==> src/ptq_pkg.sv <==
`timescale 1ns / 1ps
`default_nettype none
package ptq_pkg;

  // Default table size and the most timers fired by one update.
  localparam int NUM_TIMERS_DEF = 16;
  localparam int RESULT_CAP     = 16;

  // Width of a position in the order list command (enough for 256 entries).
  localparam int ORD_PW = 8;

  // Widths of the stored timer fields.
  localparam int PERIOD_W = 31;
  localparam int TIME_W   = 32;
  localparam int TAG_W    = 32;
  localparam int ENTRY_W  = TIME_W + TAG_W + PERIOD_W;

  typedef enum logic [1:0] {
    KIND_UPDATE   = 2'd0,
    KIND_REGISTER = 2'd1,
    KIND_REMOVE   = 2'd2,
    KIND_BAD      = 2'd3
  } kind_t;

  typedef enum logic [1:0] {
    EV_FIRED      = 2'd0,
    EV_REGISTERED = 2'd1,
    EV_REMOVED    = 2'd2,
    EV_REJECTED   = 2'd3
  } event_t;

  typedef enum logic [1:0] {
    ORD_NOP,
    ORD_INSERT,
    ORD_DELETE
  } ord_op_t;

  // Command from the sequencer to the order list.
  typedef struct packed {
    ord_op_t           op;
    logic [ORD_PW-1:0] pos;
  } ord_cmd_t;

  typedef enum logic [3:0] {
    S_IDLE,
    S_FREE,
    S_LINK_RD,
    S_LINK_DL,
    S_LINK_CMP,
    S_LINK_INS,
    S_RM_FIND,
    S_RM_RD,
    S_UP_RD,
    S_UP_CHK,
    S_UP_POP,
    S_UP_WR,
    S_EMIT
  } state_t;

endpackage
`default_nettype wire

==> src/ptq_ram.sv <==
`timescale 1ns / 1ps
`default_nettype none
module ptq_ram #(
  parameter int WIDTH = 8,
  parameter int DEPTH = 16
) (
  input  wire logic                     clk,
  input  wire logic                     we,
  input  wire logic [$clog2(DEPTH)-1:0] waddr,
  input  wire logic [WIDTH-1:0]         wdata,
  input  wire logic [$clog2(DEPTH)-1:0] raddr,
  output logic      [WIDTH-1:0]         rdata
);

  logic [WIDTH-1:0] mem [DEPTH];

  // One write port and one registered read port.
  always_ff @(posedge clk) begin
    if (we) begin
      mem[waddr] <= wdata;
    end
    rdata <= mem[raddr];
  end

endmodule
`default_nettype wire

==> src/ptq_order.sv <==
`timescale 1ns / 1ps
`default_nettype none
module ptq_order #(
  parameter int NUM_TIMERS = ptq_pkg::NUM_TIMERS_DEF
) (
  input  wire logic                          clk,
  input  wire ptq_pkg::ord_cmd_t             cmd,
  input  wire logic [$clog2(NUM_TIMERS)-1:0] wr_slot,
  input  wire logic [$clog2(NUM_TIMERS)-1:0] rd_idx,
  output logic      [$clog2(NUM_TIMERS)-1:0] rd_slot
);

  localparam int IW = $clog2(NUM_TIMERS);

  logic [IW-1:0] ord [NUM_TIMERS];
  logic [IW-1:0] pos;

  assign pos     = IW'(cmd.pos);
  assign rd_slot = ord[rd_idx];

  // Each entry takes its own value, its left or its right neighbour, or the new slot.
  always_ff @(posedge clk) begin
    for (int e = 0; e < NUM_TIMERS; e++) begin
      unique case (cmd.op)
        ptq_pkg::ORD_INSERT: begin
          if (IW'(e) == pos) begin
            ord[e] <= wr_slot;
          end else if (e > 0 && IW'(e) > pos) begin
            ord[e] <= ord[(e > 0) ? e - 1 : 0];
          end
        end
        ptq_pkg::ORD_DELETE: begin
          if (e < NUM_TIMERS - 1 && IW'(e) >= pos) begin
            ord[e] <= ord[(e < NUM_TIMERS - 1) ? e + 1 : e];
          end
        end
        default: begin
        end
      endcase
    end
  end

endmodule
`default_nettype wire

==> src/periodic_timer_queue.sv <==
`timescale 1ns / 1ps
`default_nettype none
// Deadline-ordered queue of periodic timers, handled one item at a time by a
// sequencer around a timer RAM with one write port and one registered read
// port. The block takes no item until every result of the previous one is
// delivered. A register searches the slots for a free one, then walks the
// order list, reading each entry, forming its deadline and comparing it,
// then links the timer and presents the result. A remove searches the order
// list entry by entry, then reads the timer. An update checks the timers in
// order until one is not due, all were checked or RESULT_CAP have fired. For
// each fired timer it then pops and rewrites it and walks the order list to
// reinsert it, and each fired result waits for the receiver. Throughput is
// set by the one RAM read port and the serial walk of the order list.
module periodic_timer_queue #(
  parameter int NUM_TIMERS = ptq_pkg::NUM_TIMERS_DEF
) (
  input  wire logic         clk,
  input  wire logic         rst,
  input  wire logic         s_tvalid,
  output logic              s_tready,
  // now[31:0], period[62:32], tag[94:63], slot[98:95], zeros above
  input  wire logic [103:0] s_tdata,
  // kind[1:0]
  input  wire logic [1:0]   s_tuser,
  output logic              m_tvalid,
  input  wire logic         m_tready,
  // handle[3:0], fired_period[34:4], fired_tag[66:35], zeros above
  output logic      [71:0]  m_tdata,
  // event_res[1:0]
  output logic      [1:0]   m_tuser,
  output logic              m_tlast
);

  localparam int IW = $clog2(NUM_TIMERS);
  localparam int CW = $clog2(NUM_TIMERS + 1);
  localparam int PW = ptq_pkg::PERIOD_W;

  ptq_pkg::state_t st, st_next;

  // Latched item.
  ptq_pkg::kind_t k_kind;
  logic [31:0]   k_now;
  logic [PW-1:0] k_period;
  logic [31:0]   k_tag;
  logic [3:0]    k_slot;

  logic [IW-1:0]   cur;
  logic [CW-1:0]   j, n, f;
  logic [31:0]     dl, edl;
  logic [NUM_TIMERS-1:0] busy;

  // Result register.
  ptq_pkg::event_t o_ev;
  logic [3:0]    o_handle;
  logic [PW-1:0] o_period;
  logic [31:0]   o_tag;
  logic          o_last;

  // RAM and order list connections.
  logic                      ram_we;
  logic [IW-1:0]             ram_waddr, ram_raddr;
  logic [ptq_pkg::ENTRY_W-1:0] ram_wdata, ram_rdata;
  logic [31:0]   rd_start, rd_tag;
  logic [PW-1:0] rd_period;
  ptq_pkg::ord_cmd_t ocmd;
  logic [IW-1:0] ord_idx, ord_slot;

  logic        acc;
  logic [31:0] diff, elapsed;
  logic        slot_ok;

  assign acc      = s_tvalid && s_tready;
  assign s_tready = (st == ptq_pkg::S_IDLE);
  assign m_tvalid = (st == ptq_pkg::S_EMIT);
  assign m_tdata  = {5'd0, o_tag, o_period, o_handle};
  assign m_tuser  = o_ev;
  assign m_tlast  = o_last;

  assign {rd_start, rd_tag, rd_period} = ram_rdata;
  assign diff    = edl - dl;
  assign elapsed = k_now - rd_start;
  assign slot_ok = (32'(s_tdata[98:95]) < NUM_TIMERS);

  ptq_ram #(
    .WIDTH(ptq_pkg::ENTRY_W),
    .DEPTH(NUM_TIMERS)
  ) u_ram (
    .clk  (clk),
    .we   (ram_we),
    .waddr(ram_waddr),
    .wdata(ram_wdata),
    .raddr(ram_raddr),
    .rdata(ram_rdata)
  );

  ptq_order #(
    .NUM_TIMERS(NUM_TIMERS)
  ) u_order (
    .clk    (clk),
    .cmd    (ocmd),
    .wr_slot(cur),
    .rd_idx (ord_idx),
    .rd_slot(ord_slot)
  );

  // Order list read index follows the step being worked on.
  always_comb begin
    if (st == ptq_pkg::S_UP_RD) begin
      ord_idx = f[IW-1:0];
    end else if (st == ptq_pkg::S_UP_POP) begin
      ord_idx = '0;
    end else begin
      ord_idx = j[IW-1:0];
    end
  end

  // Next state, RAM and order list control.
  always_comb begin
    st_next   = st;
    ram_we    = 1'b0;
    ram_waddr = cur;
    ram_wdata = {k_now, rd_tag, rd_period};
    ram_raddr = ord_slot;
    ocmd.op   = ptq_pkg::ORD_NOP;
    ocmd.pos  = ptq_pkg::ORD_PW'(j);
    unique case (st)
      ptq_pkg::S_IDLE: begin
        if (acc) begin
          unique case (ptq_pkg::kind_t'(s_tuser))
            ptq_pkg::KIND_UPDATE:   st_next = ptq_pkg::S_UP_RD;
            ptq_pkg::KIND_REGISTER: begin
              st_next = (32'(n) == NUM_TIMERS) ? ptq_pkg::S_EMIT : ptq_pkg::S_FREE;
            end
            ptq_pkg::KIND_REMOVE: begin
              if (slot_ok && busy[IW'(s_tdata[98:95])]) begin
                st_next = ptq_pkg::S_RM_FIND;
              end else begin
                st_next = ptq_pkg::S_EMIT;
              end
            end
            ptq_pkg::KIND_BAD:      st_next = ptq_pkg::S_EMIT;
          endcase
        end
      end
      ptq_pkg::S_FREE: begin
        if (!busy[j[IW-1:0]]) begin
          ram_we    = 1'b1;
          ram_waddr = j[IW-1:0];
          ram_wdata = {k_now, k_tag, k_period};
          st_next   = ptq_pkg::S_LINK_RD;
        end
      end
      ptq_pkg::S_LINK_RD: begin
        st_next = (j == n) ? ptq_pkg::S_LINK_INS : ptq_pkg::S_LINK_DL;
      end
      ptq_pkg::S_LINK_DL:  st_next = ptq_pkg::S_LINK_CMP;
      ptq_pkg::S_LINK_CMP: begin
        if (diff != 32'd0 && !diff[31]) begin
          st_next = ptq_pkg::S_LINK_INS;
        end else begin
          st_next = ptq_pkg::S_LINK_RD;
        end
      end
      ptq_pkg::S_LINK_INS: begin
        ocmd.op = ptq_pkg::ORD_INSERT;
        st_next = ptq_pkg::S_EMIT;
      end
      ptq_pkg::S_RM_FIND: begin
        ram_raddr = cur;
        if (ord_slot == cur) begin
          ocmd.op = ptq_pkg::ORD_DELETE;
          st_next = ptq_pkg::S_RM_RD;
        end
      end
      ptq_pkg::S_RM_RD: st_next = ptq_pkg::S_EMIT;
      ptq_pkg::S_UP_RD: begin
        if (f == n || 32'(f) == ptq_pkg::RESULT_CAP) begin
          st_next = (f == '0) ? ptq_pkg::S_IDLE : ptq_pkg::S_UP_POP;
        end else begin
          st_next = ptq_pkg::S_UP_CHK;
        end
      end
      ptq_pkg::S_UP_CHK: begin
        if (elapsed < {1'b0, rd_period}) begin
          st_next = (f == '0) ? ptq_pkg::S_IDLE : ptq_pkg::S_UP_POP;
        end else begin
          st_next = ptq_pkg::S_UP_RD;
        end
      end
      ptq_pkg::S_UP_POP: begin
        ocmd.op  = ptq_pkg::ORD_DELETE;
        ocmd.pos = '0;
        st_next  = ptq_pkg::S_UP_WR;
      end
      ptq_pkg::S_UP_WR: begin
        ram_we  = 1'b1;
        st_next = ptq_pkg::S_LINK_RD;
      end
      ptq_pkg::S_EMIT: begin
        if (m_tready) begin
          if (k_kind == ptq_pkg::KIND_UPDATE && f != '0) begin
            st_next = ptq_pkg::S_UP_POP;
          end else begin
            st_next = ptq_pkg::S_IDLE;
          end
        end
      end
      default: st_next = ptq_pkg::S_IDLE;
    endcase
  end

  // State register and control counters.
  always_ff @(posedge clk) begin
    if (rst) begin
      st   <= ptq_pkg::S_IDLE;
      n    <= '0;
      busy <= '0;
    end else begin
      st <= st_next;
      if (st == ptq_pkg::S_LINK_INS) begin
        n <= n + CW'(1);
      end
      if (st == ptq_pkg::S_UP_POP) begin
        n <= n - CW'(1);
      end
      if (st == ptq_pkg::S_RM_FIND && ord_slot == cur) begin
        n         <= n - CW'(1);
        busy[cur] <= 1'b0;
      end
      if (st == ptq_pkg::S_FREE && !busy[j[IW-1:0]]) begin
        busy[j[IW-1:0]] <= 1'b1;
      end
    end
  end

  // Item fields, walk pointers, deadlines and the result register.
  always_ff @(posedge clk) begin
    unique case (st)
      ptq_pkg::S_IDLE: begin
        k_kind   <= ptq_pkg::kind_t'(s_tuser);
        k_now    <= s_tdata[31:0];
        k_period <= s_tdata[62:32];
        k_tag    <= s_tdata[94:63];
        k_slot   <= s_tdata[98:95];
        cur      <= IW'(s_tdata[98:95]);
        j        <= '0;
        f        <= '0;
        o_ev     <= ptq_pkg::EV_REJECTED;
        o_handle <= '0;
        o_period <= '0;
        o_tag    <= '0;
        o_last   <= 1'b1;
        if (ptq_pkg::kind_t'(s_tuser) == ptq_pkg::KIND_REMOVE) begin
          o_handle <= s_tdata[98:95];
        end
      end
      ptq_pkg::S_FREE: begin
        if (!busy[j[IW-1:0]]) begin
          cur      <= j[IW-1:0];
          dl       <= k_now + {1'b0, k_period};
          j        <= '0;
          o_ev     <= ptq_pkg::EV_REGISTERED;
          o_handle <= 4'(j);
          o_period <= k_period;
          o_tag    <= k_tag;
        end else begin
          j <= j + CW'(1);
        end
      end
      ptq_pkg::S_LINK_DL: edl <= rd_start + {1'b0, rd_period};
      ptq_pkg::S_LINK_CMP: begin
        if (!(diff != 32'd0 && !diff[31])) begin
          j <= j + CW'(1);
        end
      end
      ptq_pkg::S_RM_FIND: begin
        if (ord_slot != cur) begin
          j <= j + CW'(1);
        end
      end
      ptq_pkg::S_RM_RD: begin
        o_ev     <= ptq_pkg::EV_REMOVED;
        o_handle <= k_slot;
        o_period <= rd_period;
        o_tag    <= rd_tag;
      end
      ptq_pkg::S_UP_CHK: begin
        if (!(elapsed < {1'b0, rd_period})) begin
          f <= f + CW'(1);
        end
      end
      ptq_pkg::S_UP_POP: begin
        cur <= ord_slot;
        f   <= f - CW'(1);
      end
      ptq_pkg::S_UP_WR: begin
        dl       <= k_now + {1'b0, rd_period};
        j        <= f;
        o_ev     <= ptq_pkg::EV_FIRED;
        o_handle <= 4'(cur);
        o_period <= rd_period;
        o_tag    <= rd_tag;
        o_last   <= (f == '0);
      end
      default: begin
      end
    endcase
  end

endmodule
`default_nettype wire

==> config.mk <==
export PLATFORM = sky130hd
export DESIGN_NAME = periodic_timer_queue
export DESIGN_NICKNAME = d
export VERILOG_FILES = /design/src/ptq_pkg.sv /design/src/ptq_ram.sv /design/src/ptq_order.sv /design/src/periodic_timer_queue.sv
export SDC_FILE = /design/constraint.sdc
export NUM_CORES = 2
export LEC_CHECK = 0
export BUFFER_PORTS_ARGS = -buffer_cell sky130_fd_sc_hd__buf_2
export CAP_MARGIN = 5
export CORE_MARGIN = 5
export CORE_UTILIZATION = 65
export DETAILED_ROUTE_END_ITERATION = 8
export PLACE_DENSITY_LB_ADDON = 0.12
export REMOVE_ABC_BUFFERS = 1
export SLEW_MARGIN = 20
export SYNTH_ARGS = -nofsm -noshare
export SYNTH_HDL_FRONTEND = slang
export SYNTH_HIERARCHICAL = 1
export SYNTH_SLANG_ARGS = --single-unit
==> constraint.sdc <==
create_clock -name clk -period 16.2 [get_ports clk]
set_clock_uncertainty 0.2 [all_clocks]
set_input_delay 1.62 -clock clk [delete_from_list [all_inputs] [get_ports clk]]
set_output_delay 1.62 -clock clk [all_outputs]
set_load 0.01 [all_outputs]
# Word-level counts from Yosys, hierarchy flattened
# Memories as Yosys holds them, arrays and structs flattened. A register that Yosys moved wholly into a read port is not among the register bits.
# Index checks and enable logic that the tools add are counted.
[totals] ram_bits=1584 latch_bits=0 out_inout_bits=77 mem_bits_ro=0 mem_count=2 ff_bits=274
[mem_list] memory="u_ram.mem" words=16 word_bits=95 rd=1 rd_ports_with_merged_regs=1 wr=1 line_no="ptq_ram.sv:15" rtl="logic [WIDTH-1:0] mem [DEPTH];"
[mem_list] memory="u_order.ord" words=16 word_bits=4 rd=17 rd_ports_with_merged_regs=0 wr=16 line_no="ptq_order.sv:15" rtl="logic [IW-1:0] ord [NUM_TIMERS];"
[classes] order_cmp=36 div=0 reduce_logical=33 multipliers=0 eq_ne=45 bitwise_logic=33 n_shift=0 mux=244 n_addsub=10
[ops] operator="2-to-1 mux 4 bit" n=48
[ops] operator="2-to-1 mux 1 bit" n=160
[ops] operator="2-to-1 mux 63 bit" n=2
[ops] operator="adder 32 x 31 -> 32 bit" n=3
[ops] operator="case mux 32 bit (3 select lines)" n=1
[ops] operator="case mux 31 bit (3 select lines)" n=1
[ops] operator="2-to-1 mux 32 bit" n=2
[ops] operator="case mux 32 bit (2 select lines)" n=1
[ops] operator="subtractor 32 bit" n=2
[ops] operator="2-to-1 mux 16 bit" n=3
[ops] operator="case mux 4 bit (12 select lines)" n=1
[ops] operator="2-to-1 mux 5 bit" n=7
[ops] operator="== test 4 bit, first input constant" n=8
[ops] operator="> comparator 4 bit, first input constant" n=8
[ops] operator="less-than comparator 32 x 31 -> 1 bit" n=1
[ops] operator="case mux 4 bit (4 select lines)" n=2
[ops] operator="nonzero test 32 bit" n=1
[ops] operator="2-to-1 mux 31 bit" n=1
[ops] operator="OR 1 bit" n=30
[ops] operator=">= comparator 4 bit, first input constant" n=7
[ops] operator="case mux 5 bit (5 select lines)" n=1
[ops] operator="== test 4 bit, second input constant" n=5
[ops] operator="bitwise AND 16 bit" n=1
[ops] operator="== test 3 x 4 -> 1 bit, first input constant" n=4
[ops] operator="48 further kinds" n=101

# Depth between registers and ports, before layout
# An unclocked memory read counts as a cell.
[logic_depth] word_depth=12 mapped_depth=25 mapped_depth_nobuf=25

# Hierarchy
# Netlist, hierarchy kept.
[modules_own_cells] mod="ptq_ram" seq_area_each_um2=47545.6 instances=1 area_each_um2=58698.8 cells_per_inst=2434
[modules_own_cells] mod="periodic_timer_queue" seq_area_each_um2=7977.7 instances=1 area_each_um2=19437.4 cells_per_inst=2002
[modules_own_cells] mod="ptq_order" seq_area_each_um2=1921.8 instances=1 area_each_um2=4266.6 cells_per_inst=433

# Worst setup path before layout
# Ideal clock, no wire load.
[synth_timing] kind="register -> register" from="register j[0]" to="memory u_ram/mem[0][0] (netlist bit), enable pin" n_path_buf=4 stages_incl_launch_ff=12 path_slack_ns=5.676 t_arrival_ns=9.659 required_ns=15.335 setup_time_ns=0.665 synth_period_minus_slack_ns=10.524 cell_sequence="edfxtp_1 -> clkbuf_1 -> mux4_2 -> mux2_2 -> o21a_1 -> clkbuf_1 -> nand2b_1 -> clkbuf_1 -> clkbuf_1 -> mux2_2 -> or3b_2 -> nor3_1"
[synth_via] word_cells_on_any_way=8 cone_classes="mux (8)"
[synth_rtl] element="from (decl)" line_no="periodic_timer_queue.sv:48" rtl="logic [CW-1:0] j, n, f;"
[synth_rtl] element="from (signal assigned)" line_no="periodic_timer_queue.sv:267" rtl="j <= j + CW'(1);"
[synth_rtl] element="from (signal assigned)" line_no="periodic_timer_queue.sv:273" rtl="j <= j + CW'(1);"
[synth_rtl] element="from (signal assigned)" line_no="periodic_timer_queue.sv:278" rtl="j <= j + CW'(1);"
[synth_rtl] element="binary-select mux 1 bit (select 4 bit)" line_no="periodic_timer_queue.sv:146" rtl="if (!busy[j[IW-1:0]]) begin"
[synth_rtl] element="2-to-1 mux 1 bit (not written as such)" line_no="periodic_timer_queue.sv:146"
[synth_rtl] element="2-to-1 mux 4 bit" line_no="periodic_timer_queue.sv:146"
[synth_rtl] element="2-to-1 mux 4 bit" line_no="periodic_timer_queue.sv:126" rtl="unique case (st)"
[synth_rtl] element="net ram_waddr[3]" line_no="periodic_timer_queue.sv:61" rtl="logic [IW-1:0] ram_waddr, ram_raddr;"
[synth_rtl] element="to (decl)" line_no="ptq_ram.sv:15"
# The timed path passes the listed nets, and every way through them passes these cells. The select of a mux whose other input is x is not followed.

# Final worst setup path
[layout_timing] from="register k_now[0]" to="register f[4], enable pin"
[layout_via] elab_chain_len=4
[layout_rtl] element="from (decl)" line_no="periodic_timer_queue.sv:42" rtl="logic [31:0] k_now;"
[layout_rtl] element="from (signal assigned)" line_no="periodic_timer_queue.sv:241" rtl="k_now <= s_tdata[31:0];"
[layout_rtl] element="subtractor 32 bit" line_no="periodic_timer_queue.sv:81" rtl="assign elapsed = k_now - rd_start;"
[layout_rtl] element="less-than comparator 32 x 31 -> 1 bit" line_no="periodic_timer_queue.sv:288" rtl="if (!(elapsed < {1'b0, rd_period})) begin"
[layout_rtl] element="!= test 2 bit (no source line)"
[layout_rtl] element="AND reduction 2 bit (no source line)"
[layout_rtl] element="to (signal assigned)" line_no="periodic_timer_queue.sv:289" rtl="f <= f + CW'(1);"
[layout_rtl] element="to (signal assigned)" line_no="periodic_timer_queue.sv:294" rtl="f <= f - CW'(1);"
[layout_rtl] element="to (decl)" line_no="periodic_timer_queue.sv:48"
# No other way between the ends.
# A chain may end at the register's enable or synchronous reset.

==> load_flow_metrics.sql <==
INSERT INTO impl_metrics (metric_group, metric, value, unit) VALUES
('worst_setup_path', 'worst-endpoint-arrival', '7.35', 'ns'),
('routing', 'antenna_left', '0', ''),
('sta', 'setup_viol_count_final', '0', ''),
('routing', 'drtIter0Drc', '6179', ''),
('clock_tree', 'cts.sink_count', '1953', ''),
('routing', 'routed_wl', '202', 'mm'),
('worst_setup_path', 'timing.critical_path.fanout_max', '18', ''),
('worst_setup_path', 'r2r-start', 'k_now[0]$_DFFE_PP_', ''),
('min_path', 'min_path_cells', '2', ''),
('worst_setup_path', 'path_buf_inv', '3', ''),
('placement', 'gpl.final_weighted_congestion', '0.907', ''),
('clock_tree', 'cts-buffers-inserted', '186', ''),
('clock_tree', 'cts_hold_buffers', '0', ''),
('sta', 'maxSlewHeadroom', '21.9', '%'),
('die', 'dieArea', '0.134', 'sq mm'),
('die', 'start_util', '65.5', '%'),
('synthesis', 'syn_area_per_cell', '16.9', 'sq um'),
('sta', 'final_hold_viol_count', '0', ''),
('cells_and_area', 'layout.cells.non_filler', '6901', ''),
('worst_setup_path', 'critical_path.top_delay_family', 'compound AO/OA/AOI/OAI gates', ''),
('worst_setup_path', 'critPathCaptureType', 'flop', ''),
('worst_setup_path', 'worstPathRequired', '16.49', 'ns'),
('cells_and_area', 'fraction_of_final_layout_cells_with_drive_strength_greater_than_1', '20.6', '%'),
('pwr', 'power_per_cell_area', '239', 'mW/mm^2'),
('clock_tree', 'cts.root.buffer_cell', 'sky130_fd_sc_hd__clkbuf_16', ''),
('run', 'timing.max_cap.violations', '0', ''),
('routing', 'avgViaCountPerCell', '6.80', ''),
('worst_setup_path', 'startpoint_kind_of_the_worst_setup_timing_path', 'flop', ''),
('clock_tree', 'cts_setup_buffers', '0', ''),
('grt', 'grt_pass1_wl', '301', 'mm'),
('pwr', 'total_leakage_power', '31.0', 'nW'),
('routing', 'routed_wire_length_per_instance', '29.2', 'um'),
('min_path', 'hold_path_end', 'busy[13]$_SDFF_PP0_', ''),
('worst_setup_path', 'critPathMostFrequentCell', 'sky130_fd_sc_hd__o21ai_0', ''),
('grt', 'grt_start_max_net_pins', '108', ''),
('cells_and_area', 'diodes', '0', ''),
('sta', 'rsz0062_at_grt', 'false', ''),
('cells_and_area', 'layout.filler_cells', '7602', ''),
('cells_and_area', 'area_growth_syn_to_layout', '10.9', '%'),
('sta', 'min_period_over_period', '43.6', '%'),
('worst_setup_path', 'regToRegSetupSlack', '9.14', 'ns'),
('placement', 'placed_cells_incl_taps', '6550', ''),
('sta', 'period_needed', '7.06', 'ns'),
('routing', 'drt_drc', '0', ''),
('die', 'std_cell_rows', '130', ''),
('worst_setup_path', 'r2r.worst_path.cells', '25', ''),
('grt', 'grt_residual_overflow', '0', ''),
('cells_and_area', 'final_net_count', '5367', ''),
('placement', 'area_post_placement', '0.0852', 'sq mm'),
('grt', 'first_global_vias', '47100', ''),
('sta', 'slew_violations', '0', ''),
('sta', 'setup_tns', '0', 'ns'),
('clock_tree', 'cts.repair.resized', '0', ''),
('routing', 'vias', '46900', ''),
('die', 'design.core.area', '0.126', 'sq mm'),
('clock_tree', 'clk_path_buf_depth', '3', ''),
('sta', 'timing.hold.ws', '0.293', 'ns'),
('placement', 'place.port_buffers', '176', ''),
('cells_and_area', 'total_non_filler_cell_area_in_the_finished_layout', '0.0914', 'sq mm'),
('die', 'die-width', '366', 'um'),
('sta', 'max_slew.worst_pin.slew', '1.16', 'ns'),
('worst_setup_path', 'worst_path_largest_cell_delay', '0.63', 'ns'),
('sta', 'fmaxAchievable', '142', 'MHz'),
('die', 'ios', '187', ''),
('pwr', 'peakVddDrop', '0.000388', 'V'),
('clock_tree', 'cts.clk_slew.worst_paths', '0.06', 'ns'),
('synthesis', 'syn_inst', '4868', ''),
('worst_setup_path', 'path_class', 'reg2reg', ''),
('min_path', 'hp-start', 'busy[13]$_SDFF_PP0_', ''),
('synthesis', 'ys_warn_count', '6', ''),
('grt', 'grt_antenna_before_repair', '2', ''),
('die', 'die_h', '366', 'um'),
('clock_tree', 'h_tree_lvl_count', '4', ''),
('placement', 'detailed_place_hpwl', '112', 'mm'),
('synthesis', 'netlist_area', '0.0824', 'sq mm'),
('clock_tree', 'tritoncts', 'done', ''),
('clock_tree', 'worstSkewPairLatency', '0.81', 'ns'),
('worst_setup_path', 'slowest_stage', 'sky130_fd_sc_hd__edfxtp_1', ''),
('run_status', 'outcome', 'completed', ''),
('grt', 'groute.usage.overall', '30.1', '%'),
('min_path', 'hold_class', 'reg2reg', ''),
('worst_setup_path', 'rr_endpoint', 'f[4]$_SDFFCE_PN0P_', ''),
('routing', 'drtPass1Iterations', '8', '');
[layout by cell type (no fill, tap or decap), drive strengths merged, types with 10 or more instances in the layout]
master  count
edfxtp   1833
mux4      406
nand2     333
buf       286
clkbuf    263
o21ai     227
a22oi     207
ha        163
a21oi     152
inv       143
nor2      138
dfxtp     120
nand3      91
xnor2      71
a21o       71
nor3       68
a31oi      51
mux2       51
clkinv     50
xor2       43
nor2b      37
a22o       34
o21a       32
nand2b     30
nand4      25
a211oi     24
o211ai     23
and3       23
bufinv     18
and2       16
or3        14
o31ai      13
nor4       12
or2        12
o21bai     11
mux2i      10
[report_power, final]
| part | total (mW) | switching [mW] | leakage [nW] | internal (mW) |
|---|---|---|---|---|
| registers | 7.41 | 0.444 | 17.8 | 6.97 |
| logic | 10.1 | 5.90 | 10.3 | 4.16 |
| clock network | 4.39 | 1.87 | 3.01 | 2.52 |
| total | 21.9 | 8.21 | 31.0 | 13.7 |
[state kept, by name, indices dropped and copies added (netlist names), 4 cells and up]
name and flops:
o_tag 32, k_period 31, o_handle 4, o_period 31
edl 32, n 5, k_now 32, u_order/ord 64
dl 32, st 4, u_ram/mem 1520, k_tag 32
busy 16, u_ram/rdata 95, cur 4, f 5
j 5, k_slot 4
[stage by stage]
step                total power [mW]  utilization [%]  worst slack [ns]
floorplan                       15.4                -              3.18
global placement                17.2             67.7              9.29
detailed placement              17.4             67.7              9.24
CTS                             21.9             72.7              9.20
global route                    23.0             72.7              8.83
finish                          21.9             72.7              9.14
[how the worst max path moves through the flow]
stage                             from                           end  slack (ns)  cells after the start
finish              k_now[0]$_DFFE_PP_            f[4]$_SDFFCE_PN0P_        9.14                     25
global route        st[3]$_SDFFE_PP0P_  u_order/ord[15][2]$_DFFE_PP_        8.83                     17
CTS                 k_now[0]$_DFFE_PP_            f[3]$_SDFFCE_PN0P_        9.20                     25
detailed placement  st[3]$_SDFFE_PP0P_       u_ram/rdata[45]$_DFF_P_        9.24                     12
global placement    st[3]$_SDFFE_PP0P_       u_ram/rdata[45]$_DFF_P_        9.29                     12
floorplan           st[3]$_SDFFE_PP0P_        u_ram/rdata[0]$_DFF_P_        3.18                     10
[worst register-to-register path, delay by kind of cell, from the launching register on]
| kind | cells | cell delay [ns] |
|---|---|---|
| buf+inv | 3 | 0.40 |
| simple gates | 6 | 1.07 |
| xor+xnor | 1 | 0.09 |
| fa+ha+maj | 3 | 0.94 |
| compound gates | 12 | 3.41 |
| flops | 1 | 0.63 |
[per-layer routing]
layer | wire length (um) | part of all wire [%] | global-route usage (%)
met1 | 77400 | 38 | 42.6
met5 | 0 | 0 | 0
met4 | 5550 | 2.7 | 8.82
met3 | 19800 | 9.8 | 5.25
met2 | 98900 | 49 | 49.1
[area by class of cell]
| cell class | count | area [sq um] | share of cell area, % |
|---|---|---|---|
| sequential | 1953 | 57400 | 62.9 |
| inverter | 131 | 497 | 0.544 |
| timing repair buffer | 286 | 1730 | 1.89 |
| clock buffer | 263 | 5160 | 5.65 |
| tap | 1650 | 2060 | 2.26 |
| clock inverter | 87 | 1030 | 1.13 |
| multi-input combinational | 2531 | 23400 | 25.7 |
(Power assumes the default switching activity.)
